### src/hdl/mfs_pkg.sv
// ----------------------------------------------------------------------------
// mfs_pkg
// Shared types, codes and arithmetic helpers for the biased matrix
// factorization SGD step unit.
// ----------------------------------------------------------------------------
package mfs_pkg;

  localparam int unsigned NUM_USERS_DEF  = 1024;
  localparam int unsigned NUM_ITEMS_DEF  = 1024;
  localparam int unsigned FACTOR_DIM_DEF = 32;
  localparam int unsigned FRAC_BITS_DEF  = 16;

  // rates and weights are Q0.16
  localparam int unsigned COEF_BITS = 16;
  localparam int unsigned CFG_IDX_W = 3;

  typedef enum logic [3:0] {
    OP_TRAIN = 4'd0,
    OP_WR_UF = 4'd1,
    OP_WR_IF = 4'd2,
    OP_WR_UB = 4'd3,
    OP_WR_IB = 4'd4,
    OP_RD_UF = 4'd5,
    OP_RD_IF = 4'd6,
    OP_RD_UB = 4'd7,
    OP_RD_IB = 4'd8
  } op_e;

  typedef enum logic [CFG_IDX_W-1:0] {
    CFG_LR   = 3'd0,
    CFG_LUF  = 3'd1,
    CFG_LIF  = 3'd2,
    CFG_LUB  = 3'd3,
    CFG_LIB  = 3'd4,
    CFG_AVG  = 3'd5,
    CFG_MODE = 3'd6
  } cfg_e;

  typedef enum logic [3:0] {
    ST_NONE     = 4'd0,
    ST_LOAD     = 4'd1,
    ST_PRED     = 4'd2,
    ST_SIG_A    = 4'd3,
    ST_SIG_B    = 4'd4,
    ST_ERR      = 4'd5,
    ST_GE       = 4'd6,
    ST_BIAS_MUL = 4'd7,
    ST_BIAS_WR  = 4'd8,
    ST_SWRITE   = 4'd9,
    ST_SREAD    = 4'd10,
    ST_SREAD_CAP = 4'd11,
    ST_OUT      = 4'd12
  } step_e;

  typedef struct packed {
    step_e step;
    logic  stream;  // issue one factor element read this cycle
    logic  upd;     // streaming pass is the update pass
  } cmd_t;

  typedef struct packed {
    logic busy;     // element pipeline still holds work
  } sts_t;

  typedef struct packed {
    logic [15:0]        lr;
    logic [15:0]        luf;
    logic [15:0]        lif;
    logic signed [16:0] lub;
    logic signed [16:0] lib;
    logic signed [31:0] avg;
    logic [1:0]         mode;
  } cfg_t;

  function automatic logic signed [31:0] sat32(input logic signed [63:0] v);
    if (v > 64'sd2147483647) begin
      return 32'sh7fffffff;
    end
    if (v < -64'sd2147483648) begin
      return 32'sh80000000;
    end
    return v[31:0];
  endfunction

  // 1 - lr*lambda in unsigned Q1.16
  function automatic logic [16:0] decay(input logic [15:0] lr, input logic [15:0] lam);
    logic [31:0] p;
    p = lr * lam;
    return 17'h10000 - {1'b0, p[31:16]};
  endfunction

  // index wrap by conditional subtraction, ids are at most 10 bits
  function automatic logic [31:0] wrap_idx(input logic [31:0] v, input logic [31:0] n);
    logic [31:0] r;
    r = v;
    for (int k = 9; k >= 0; k--) begin
      if (r >= (n << k)) begin
        r = r - (n << k);
      end
    end
    return r;
  endfunction

endpackage

### src/hdl/mfs_ctrl.sv
// ----------------------------------------------------------------------------
// mfs_ctrl
// SGD step sequencer: dot pass, error steps, update pass, bias update, result; table writes, reads.
// ----------------------------------------------------------------------------
module mfs_ctrl #(
  parameter int unsigned FACTOR_DIM = mfs_pkg::FACTOR_DIM_DEF,
  parameter int unsigned DW = (FACTOR_DIM > 1) ? $clog2(FACTOR_DIM) : 1
) (
  input  logic          clk_i,
  input  logic          rst_ni,
  input  logic          in_valid_i,
  output logic          in_ready_o,
  input  logic [3:0]    in_op_i,
  output logic          out_valid_o,
  input  logic          out_ready_i,
  output mfs_pkg::cmd_t cmd_o,
  output logic [DW-1:0] dim_o,
  input  mfs_pkg::sts_t sts_i
);

  import mfs_pkg::*;

  localparam logic [DW-1:0] LAST = DW'(FACTOR_DIM - 1);

  typedef enum logic [15:0] {
    S_IDLE       = 16'h0001,
    S_DOT        = 16'h0002,
    S_DOT_DRAIN  = 16'h0004,
    S_PRED       = 16'h0008,
    S_SIG_A      = 16'h0010,
    S_SIG_B      = 16'h0020,
    S_ERR        = 16'h0040,
    S_GE         = 16'h0080,
    S_UPD        = 16'h0100,
    S_UPD_DRAIN  = 16'h0200,
    S_BIAS_MUL   = 16'h0400,
    S_BIAS_WR    = 16'h0800,
    S_SWRITE     = 16'h1000,
    S_SREAD      = 16'h2000,
    S_SREAD_WAIT = 16'h4000,
    S_DONE       = 16'h8000
  } state_e;

  state_e        state_q, state_d;
  logic [DW-1:0] dim_q, dim_d;
  logic          out_valid_q, out_valid_d;
  logic          accept, load_out;

  assign in_ready_o  = (state_q == S_IDLE);
  assign accept      = in_valid_i && in_ready_o;
  assign load_out    = (state_q == S_DONE) && (!out_valid_q || out_ready_i);
  assign out_valid_o = out_valid_q;
  assign dim_o       = dim_q;

  always_comb begin
    state_d     = state_q;
    dim_d       = dim_q;
    cmd_o       = '{step: ST_NONE, stream: 1'b0, upd: 1'b0};
    out_valid_d = out_valid_q && !out_ready_i;
    case (state_q)
      S_IDLE: begin
        if (accept) begin
          cmd_o.step = ST_LOAD;
          dim_d      = '0;
          case (in_op_i) inside
            OP_TRAIN:                             state_d = S_DOT;
            OP_WR_UF, OP_WR_IF, OP_WR_UB, OP_WR_IB: state_d = S_SWRITE;
            OP_RD_UF, OP_RD_IF, OP_RD_UB, OP_RD_IB: state_d = S_SREAD;
            default:                              state_d = S_DONE;
          endcase
        end
      end
      S_DOT, S_UPD: begin
        cmd_o.stream = 1'b1;
        cmd_o.upd    = (state_q == S_UPD);
        if (dim_q == LAST) begin
          dim_d   = '0;
          state_d = (state_q == S_DOT) ? S_DOT_DRAIN : S_UPD_DRAIN;
        end else begin
          dim_d = dim_q + 1'b1;
        end
      end
      S_DOT_DRAIN: if (!sts_i.busy) state_d = S_PRED;
      S_PRED: begin
        cmd_o.step = ST_PRED;
        state_d    = S_SIG_A;
      end
      S_SIG_A: begin
        cmd_o.step = ST_SIG_A;
        state_d    = S_SIG_B;
      end
      S_SIG_B: begin
        cmd_o.step = ST_SIG_B;
        state_d    = S_ERR;
      end
      S_ERR: begin
        cmd_o.step = ST_ERR;
        state_d    = S_GE;
      end
      S_GE: begin
        cmd_o.step = ST_GE;
        state_d    = S_UPD;
      end
      S_UPD_DRAIN: if (!sts_i.busy) state_d = S_BIAS_MUL;
      S_BIAS_MUL: begin
        cmd_o.step = ST_BIAS_MUL;
        state_d    = S_BIAS_WR;
      end
      S_BIAS_WR: begin
        cmd_o.step = ST_BIAS_WR;
        state_d    = S_DONE;
      end
      S_SWRITE: begin
        cmd_o.step = ST_SWRITE;
        state_d    = S_DONE;
      end
      S_SREAD: begin
        cmd_o.step = ST_SREAD;
        state_d    = S_SREAD_WAIT;
      end
      S_SREAD_WAIT: begin
        cmd_o.step = ST_SREAD_CAP;
        state_d    = S_DONE;
      end
      S_DONE: begin
        // output register frees up when the waiting result is taken
        if (load_out) begin
          cmd_o.step  = ST_OUT;
          out_valid_d = 1'b1;
          state_d     = S_IDLE;
        end
      end
      default: state_d = S_IDLE;
    endcase
  end

  always_ff @(posedge clk_i or negedge rst_ni) begin
    if (!rst_ni) begin
      state_q     <= S_IDLE;
      dim_q       <= '0;
      out_valid_q <= 1'b0;
    end else begin
      state_q     <= state_d;
      dim_q       <= dim_d;
      out_valid_q <= out_valid_d;
    end
  end

`ifndef SYNTHESIS
  a_load_sets_valid: assert property (@(posedge clk_i) disable iff (!rst_ni)
    load_out |=> out_valid_q)
    else $error("result load did not raise valid");

  a_pipe_drained: assert property (@(posedge clk_i) disable iff (!rst_ni)
    (state_q == S_PRED || state_q == S_BIAS_MUL) |-> !sts_i.busy)
    else $error("element pipeline busy after drain");

  a_update_follows_ge: assert property (@(posedge clk_i) disable iff (!rst_ni)
    (state_q == S_UPD && dim_q == '0) |-> ($past(state_q) == S_GE))
    else $error("update pass started without a fresh error term");
`endif

endmodule

### config.mk
export PLATFORM = sky130hd
export DESIGN_NAME = mfs_ctrl
export DESIGN_NICKNAME = d
export VERILOG_FILES = /design/src/hdl/mfs_pkg.sv /design/src/hdl/mfs_ctrl.sv
export SDC_FILE = /design/constraint.sdc
export NUM_CORES = 1
export LEC_CHECK = 0
export ABC_AREA = 1
export BUFFER_PORTS_ARGS = -buffer_cell sky130_fd_sc_hd__clkbuf_2
export CELL_PAD_IN_SITES_DETAIL_PLACEMENT = 2
export CELL_PAD_IN_SITES_GLOBAL_PLACEMENT = 2
export CORE_UTILIZATION = 29
export CTS_CLUSTER_DIAMETER = 80
export DETAILED_ROUTE_END_ITERATION = 8
export PLACE_DENSITY_LB_ADDON = 0.1
export SETUP_SLACK_MARGIN = 0.5
export SLEW_MARGIN = 30
export SYNTH_ARGS = -nofsm -noshare
export SYNTH_HDL_FRONTEND = slang
export SYNTH_SLANG_ARGS = --single-unit
### constraint.sdc
create_clock -name clk_i -period 1.51 [get_ports clk_i]
set_input_delay 0.2265 -clock clk_i [delete_from_list [all_inputs] [get_ports clk_i]]
set_output_delay 0.2265 -clock clk_i [all_outputs]
set_load 0.03 [all_outputs]
==> impl_metrics.csv, run 1 <==
group,metric,value,unit
yosys,ys_ff_latch,22,
floorplan,floorplan.initialDensity,30.30,%
floorplan,die_h,75.06,um
clocking,postCtsSetupBuffers,31,
clocking,clockBufferDepth,2,
clocking,cts_buffers,3,
floorplan,die_w,75.06,um
floorplan,fp-row-count,26,
yosys,avgSynthCellArea,7.232,um2
yosys,yosys_warnings,0,
placed_design,pre_cts_ws,-327.7,ps
floorplan,pin_count,22,
status,error_line,"[ERROR DPL-0033] detailed placement checks failed during check placement.",
placed_design,place_congestion,0.8308,
clocking,clkSinkCount,22,
yosys,netlist_area,1548,um2
placed_design,hpwlAfterDp,4893,um
yosys,syn_nets,225,
clocking,htreeDepth,1,
yosys,synthCells,214,
clocking,hold_buffers,1,
yosys,synth-seq-area-share,35.65,%
status,stop_stage,"clock tree synthesis (4_1_cts)",
clocking,clockRootBuffer,"clkbuf_8",
clocking,post_cts_resized,104,
placed_design,port_buffers,21,
status,outcome,"stopped before the end",
yosys,synth.distinct_cells,29,
through the flow:
stage	hold WS [ps]	std cells	instance area, um2	util [%]
after global placement	255.9	356	2243	43.92
after detailed placement	270.8	356	2243	43.92
after floorplan	-69.09	214	1634	-
cell families after synthesis:
logic type	synth area share (%)
AO/OA/AOI/OAI	4.689
AND/OR/NAND/NOR	48.34
adder cells (fa/ha/maj)	1.617
buffers and inverters	9.701
flip-flops	35.65
cell usage after synthesis:
cell | instances | share of area [%]
nand2_1 | 44 | 11
nor2_1 | 35 | 8.5
inv_1 | 33 | 8.0
nand3_1 | 25 | 8.1
dfrtp_1 | 21 | 34
nand2_4 | 7 | 5.1
nor2_2 | 6 | 2.4
nor2_4 | 5 | 3.6
nor3_1 | 5 | 1.6
inv_2 | 4 | 0.97
a21oi_1 | 3 | 0.97
o21ai_0 | 3 | 0.97
ha_1 | 2 | 1.6
nand2_2 | 2 | 0.81
nand3_2 | 2 | 1.3
nor2_8 | 2 | 2.6
o21ai_1 | 2 | 0.65
or2_1 | 2 | 0.81
a22o_1 | 1 | 0.57
and3_1 | 1 | 0.40
buf_6 | 1 | 0.73
dfstp_2 | 1 | 1.7
nand3_4 | 1 | 1.1
nand3b_1 | 1 | 0.49
nand4_1 | 1 | 0.40
o2111ai_1 | 1 | 0.57
o21ai_2 | 1 | 0.57
o22ai_1 | 1 | 0.40
or3_1 | 1 | 0.40
==> run 2, diff against run 1 <==
==> config.mk (replaced) <==
export PLATFORM = sky130hd
export DESIGN_NAME = mfs_ctrl
export DESIGN_NICKNAME = d
export VERILOG_FILES = /design/src/hdl/mfs_pkg.sv /design/src/hdl/mfs_ctrl.sv
export SDC_FILE = /design/constraint.sdc
export NUM_CORES = 1
export LEC_CHECK = 0
export ABC_AREA = 1
export BUFFER_PORTS_ARGS = -buffer_cell sky130_fd_sc_hd__clkbuf_2
export CORE_UTILIZATION = 40
export DETAILED_ROUTE_END_ITERATION = 8
export PLACE_DENSITY_LB_ADDON = 0.15
export SLEW_MARGIN = 30
export SYNTH_ARGS = -nofsm -noshare
export SYNTH_HDL_FRONTEND = slang
export SYNTH_SLANG_ARGS = --single-unit
==> constraint.sdc (replaced) <==
create_clock -name clk_i -period 2 [get_ports clk_i]
set_input_delay 0.3 -clock clk_i [delete_from_list [all_inputs] [get_ports clk_i]]
set_output_delay 0.3 -clock clk_i [all_outputs]
set_load 0.03 [all_outputs]
==> impl_metrics.csv, run 2 <==
group,metric,value,unit
critical_path,path_max_fanout,5,
final_layout,most-common-layout-cells,"42 x nand2_1, 28 x inv_1, 28 x nor2_1",
yosys,synth_edf_count,0,
clocking,clk_pin_slew,90,ps
status,violations,"setup timing",
clocking,clkSinkCount,22,
routing,ant_nets,0,
timing,max_freq,494.2,MHz
routing,wl_per_cell,12.46,um
final_layout,drive_above_1_share,40.00,%
routing,first_pass_iters,4,
final_layout,n_antenna_cell,0,
critical_path,path_class,"register to output port",
global_routing,grt_usage,21.19,%
yosys,yosys_warnings,0,
status,outcome,"complete, but fails checks",
final_layout,final_common_cell,"nand2_1",
clocking,cts_buffers,3,
yosys,synthArstFlopShare,100.0,%
global_routing,grt_max_degree,23,
final_layout,largest_register_ffs,16,
global_routing,grt_pass1_vias,1433,
routing,post-route-drc-count,0,
critical_path,arrival,1720,ps
timing,max_slew_margin,62.19,%
timing,hold_viol,0,
yosys,avgSynthCellArea,7.232,um2
yosys,synth.distinct_cells,29,
timing,finalSetupViolCount,3,
job,cap_violations,0,
yosys,yosysTopAreaCell,"dfrtp_1",
global_routing,antenna_found_initial,0,
routing,wl,3901,um
floorplan,core_area,3689,um2
global_routing,grt_overflow,0,
clocking,clockRootBuffer,"clkbuf_8",
clocking,htreeDepth,1,
pwr,vdd_drop_max,0.0007017,V
timing,fin_skew,7.872,ps
critical_path,cp-end-kind,"output port",
routing,viasPerCell,4.706,
placed_design,pre_cts_ws,75.26,ps
yosys,netlist_area,1548,um2
yosys,syn_nets,225,
yosys,synthTopCellsByArea,"dfrtp_1 34%, nand2_1 11%, nor2_1 8.5%, nand3_1 8.1%, inv_1 8.0%",
floorplan,pin_count,22,
floorplan,die-area,4122,um2
pwr,p_per_area,1226,nW/um2
final_layout,areaGrowthSynthToFinish,40.34,%
floorplan,floorplan.initialDensity,41.96,%
placed_design,port_buffers,21,
worst_hold_path,hp-class,"input port to async pin",
clocking,clk_latency,280,ps
routing,vias,1473,
timing,setup_slack,-23.37,ps
timing,min_period,2023,ps
clocking,clockBufferDepth,2,
final_layout,nets,277,
clocking,hold_buffers,0,
timing,timing.hold.ws,0.1728,ps
yosys,synthCells,214,
timing,period_share,101.2,%
timing,setup_tns,-56.40,ps
floorplan,die_w,64.21,um
timing,timing_worst_slew_pin_value,567.1,ps
global_routing,grt_first_pass_wirelength,6624,um
floorplan,die_h,64.21,um
timing,rsz0062_at_grt,"true",
critical_path,cp.required,1700,ps
placed_design,hpwlAfterDp,2653,um
routing,first_iter_violations,54,
timing,slew_violations,0,
yosys,synth_commonest_cells,"44 x nand2_1, 35 x nor2_1, 33 x inv_1",
yosys,synth_top_area_share,33.95,%
yosys,synthFlopType,"dfrtp_1",
final_layout,final_core_util,58.89,%
critical_path,critPathLaunchType,"register",
yosys,yosysMostFrequentCell,"nand2_1",
pwr,total_power,2.662,mW
yosys,ys_ff_latch,22,
pwr,leakagePower,1.186,nW
placed_design,place_congestion,0.8336,
final_layout,regMostFlops,"state_q",
yosys,synth-seq-area-share,35.65,%
floorplan,fp-row-count,22,
clocking,cts_tree,"yes",
run 2: worst max-delay path, cell delays in order, from the launching register on:
cell	delay, ps
dfstp_2	570
nor2_4	40
nand2_4	140
buf_12	120
nor2_4	40
nand3_1	80
nand2_1	70
nor2_2	120
nand3_1	100
clkbuf_8	170
run 2: kinds of logic (layout without fill, tap and decap cells):
| kind of cell | count (synthesis) | after routing | share of synthesized area [%] |
|---|---|---|---|
| adder cells (fa/ha/maj) | 2 | 2 | 1.617 |
| buffers and inverters | 38 | 88 | 9.701 |
| AO/OA/AOI/OAI | 12 | 12 | 4.689 |
| flip-flops | 22 | 22 | 35.65 |
| AND/OR/NAND/NOR | 140 | 141 | 48.34 |
run 2: per-layer routing:
| metal | vias to the layer above | GRT usage (%) | wire, um | share of wire (%) |
|---|---|---|---|---|
| li1 | 771 | - | - | - |
| met3 | 10 | 4.643 | 145 | 3.7 |
| met4 | 0 | 7.222 | 91 | 2.3 |
| met1 | 668 | 26.44 | 1770 | 45 |
| met5 | - | 0 | 0 | 0 |
| met2 | 24 | 35.90 | 1893 | 49 |
run 2: repair_timing:
action	CTS	global route
pin swaps	12	10
hold endpoints to repair	0	0
setup endpoints to repair	4	7
cloned	1	0
resized for setup	27	22
setup buffers	20	4
run 2: final cells by class:
| type | instances | area [um2] |
|---|---|---|
| Clock buffer | 3 | 41.29 |
| Clock inverter | 1 | 30.03 |
| Fill cell | 355 | 1516 |
| Inverter | 37 | 141.4 |
| Multi-Input combinational cell | 155 | 954.7 |
| Sequential cell | 22 | 551.8 |
| Tap cell | 48 | 60.06 |
| Timing Repair Buffer | 47 | 392.9 |
run 2: per-stage QoR:
stage / area (um2) / cells
floorplan: 1548 / 214
global placement: 1717 / 284
detailed placement: 1717 / 284
CTS: 2083 / 309
global route: 2172 / 313
finish: 2172 / 313
run 2: final timing paths:
| check | start | end | slack [ps] | cells after the start |
|---|---|---|---|---|
| max in group asynchronous | rst_ni | state_q[0] | 1620 | 1 |
| min in group clk_i | out_ready_i | out_valid_o | 220 | 2 |
| setup reg to reg | state_q[0] | dim_o[2] | 140 | 11 |
| setup / recovery | state_q[0] | cmd_o[5] | -20 | 9 |
| hold reg to reg | dim_o[1] | dim_o[1] | 560 | 2 |
| hold / removal | rst_ni | state_q[15] | 0.2 | 1 |
run 2: power by group:
part	total, mW	switching (mW)	internal (mW)	leakage, nW
registers	0.560	0.0561	0.503	0.302
logic	1.67	0.929	0.743	0.849
clock network	0.431	0.163	0.268	0.0357
total	2.66	1.15	1.51	1.19
No activity file was read; power rests on OpenSTA's default activity.
==> run 3, diff against run 2 <==
--- a/config.mk
+++ b/config.mk
@@ -6,9 +6,11 @@
 export NUM_CORES = 1
 export LEC_CHECK = 0
 export ABC_AREA = 1
-export BUFFER_PORTS_ARGS = -buffer_cell sky130_fd_sc_hd__clkbuf_2
+export BUFFER_PORTS_ARGS = -buffer_cell sky130_fd_sc_hd__buf_4
+export CORE_MARGIN = 3
 export CORE_UTILIZATION = 40
 export DETAILED_ROUTE_END_ITERATION = 8
+export GPL_TIMING_DRIVEN = 0
 export PLACE_DENSITY_LB_ADDON = 0.15
 export SLEW_MARGIN = 30
 export SYNTH_ARGS = -nofsm -noshare
==> impl_metrics.csv, run 3 (same netlist as run 2, synthesis figures left out) <==
group,metric,value,unit
timing,max_freq,484.0,MHz
routing,post-route-drc-count,0,
final_layout,most-common-layout-cells,"43 x nand2_1, 42 x buf_4, 30 x inv_1, 30 x nor2_1, 22 x nand3_1",
status,outcome,"complete, but fails checks",
timing,fin_skew,7.308,ps
final_layout,largest_register_ffs,16,
timing,finalSetupViolCount,4,
placed_design,port_buffers,21,
routing,first_iter_violations,88,
timing,setup_slack,-66.32,ps
critical_path,max_stage_delay,410,ps
global_routing,grt_usage,16.44,%
critical_path,path_class,"register to output port",
routing,wl_per_cell,11.44,um
clocking,cts_tree,"yes",
final_layout,seq_area,551.8,um2
routing,vias,1468,
timing,hold_viol,0,
global_routing,grt_first_pass_wirelength,5830,um
timing,timing.hold.ws,223.2,ps
floorplan,die_h,68.21,um
critical_path,cp-end-kind,"output port",
pwr,vdd_drop_max,0.0006840,V
placed_design,hpwlAfterDp,2537,um
pwr,leakagePower,1.174,nW
critical_path,critPathLaunchType,"register",
status,violations,"setup timing",
clocking,clk_pin_slew,90,ps
pwr,p_int,1.293,mW
critical_path,arrival,1770,ps
global_routing,grt_overflow,0,
routing,wl,3591,um
floorplan,pin_count,22,
critical_path,cp.required,1700,ps
routing,viasPerCell,4.675,
timing,timing_worst_slew_pin_value,296.2,ps
timing,rsz0062_at_grt,"true",
pwr,share_comb_of_total_power,62.5,%
timing,max_slew_margin,80.25,%
timing,min_period,2066,ps
routing,ant_nets,0,
clocking,htreeDepth,1,
pwr,seqPwrFrac,23.6,%
pwr,swShare,44.07,%
critical_path,path_buf_inv,2,
clocking,clockBufferDepth,2,
clocking,clk_latency,260,ps
global_routing,grt_max_degree,23,
final_layout,final_common_cell,"nand2_1",
placed_design,place_congestion,0.8961,
floorplan,floorplan.initialDensity,43.96,%
final_layout,regMostFlops,"state_q",
critical_path,cp_top_family,"simple AND/OR/NAND/NOR gates",
global_routing,grt_pass1_vias,1346,
job,cap_violations,0,
floorplan,die-area,4652,um2
critical_path,cp_slowest_cell,"dfrtp_1",
timing,period_share,103.3,%
pwr,p_per_area,1089,nW/um2
floorplan,core_area,3521,um2
pwr,p_switching,1.019,mW
floorplan,die_w,68.21,um
timing,slew_violations,0,
placed_design,place_area,1763,um2
final_layout,areaGrowthSynthToFinish,37.19,%
critical_path,crit_chain,"nor2_2 -> nand2_2 -> nor2_8 -> buf_6 -> nand2_2 -> or2_4 -> nand3b_1 -> buf_6",
final_layout,fillers,335,
final_layout,final_area,2123,um2
global_routing,antenna_found_initial,0,
floorplan,fp-row-count,21,
clocking,cts_buffers,3,
worst_hold_path,hp-class,"input port to register",
final_layout,nets,280,
critical_path,path_max_fanout,5,
final_layout,drive_above_1_share,37.31,%
final_layout,n_antenna_cell,0,
routing,first_pass_iters,5,
final_layout,multi_input_comb_area,902.1,um2
clocking,clkSinkCount,22,
clocking,clockRootBuffer,"clkbuf_8",
pwr,clock_power_share,13.9,%
==> run 3: changes by cell type in the layout (fill, tap and decap cells not counted), sizes merged <==
cell,delta
buf,+20
nor2,-1
bufinv,-1
clkbuf,-16
dlygate4sd3,+1
==> run 3: repair_timing <==
item | in CTS | in global routing
setup buffers | 19 | 8
hold endpoints to repair | 21 | 0
gates resized for setup | 16 | 6
setup endpoints to repair | 4 | 5
hold buffers | 1 | 0
gates cloned | 1 | 0
pin swaps | 10 | 11
==> run 3: area by class of cell <==
type | count | area share (%)
plain buffers | 1 | 0.5303
clock buffers | 4 | 2.593
inverters | 37 | 6.541
multi-input cells | 154 | 42.49
flip-flops and latches | 22 | 25.99
well taps | 46 | 2.711
repair buffers | 50 | 19.15
==> run 3: path summary, 6_finish.rpt <==
path | from | slack [ps] | end | depth (start not counted)
setup / recovery | state_q[2] | -70 | cmd_o[4] | 8
setup reg to reg | state_q[0] | 180 | dim_o[2] | 11
min in group asynchronous | rst_ni | 460 | state_q[2] | 2
max in group asynchronous | rst_ni | 1260 | state_q[0] | 2
hold / removal | out_ready_i | 220 | out_valid_o | 2
hold reg to reg | dim_o[4] | 540 | dim_o[4] | 1
==> run 3: per-layer routing <==
metal / GRT usage [%] / wire, um / vias to the layer above
met3: 1.478 / 158 / 4
li1: - / - / 779
met4: 3.722 / 28 / 0
met1: 21.93 / 1660 / 651
met2: 28.64 / 1743 / 34
met5: 0 / 0 / -
==> run 3: power by group through the flow <==
stage	registers (mW)	logic, mW	clock network [mW]
5_1_grt	0.551	1.58	0.349
3_5_place_dp	0.559	1.08	0
6_report	0.545	1.44	0.322
2_1_floorplan	0.579	0.800	0
3_3_place_gp	0.557	1.08	0
4_1_cts	0.544	1.35	0.335
==> run 3: worst register-to-register path, cell delays in order, from the launching register on <==
cell and delay [ps]:
dfstp_2 540, nor2_1 50, nand2_2 150, nor2_8 60, buf_4 130, nand2_2 150, nand2_8 90, buf_4 150
nor2_4 170, inv_2 60, a21oi_1 120, nor2_1 50
==> run 3: stage by stage <==
stage	power [mW]	std cells	util, %	setup TNS (ps)	worst slack, ps
after floorplan	1.379	214	-	0	220.2
after global placement	1.639	281	50.07	0	86.13
after detailed placement	1.642	281	50.07	0	98.30
after CTS	2.234	306	57.96	-216.0	-81.82
after global routing	2.475	314	60.31	-532.3	-148.5
final	2.313	314	60.31	-169.0	-66.32
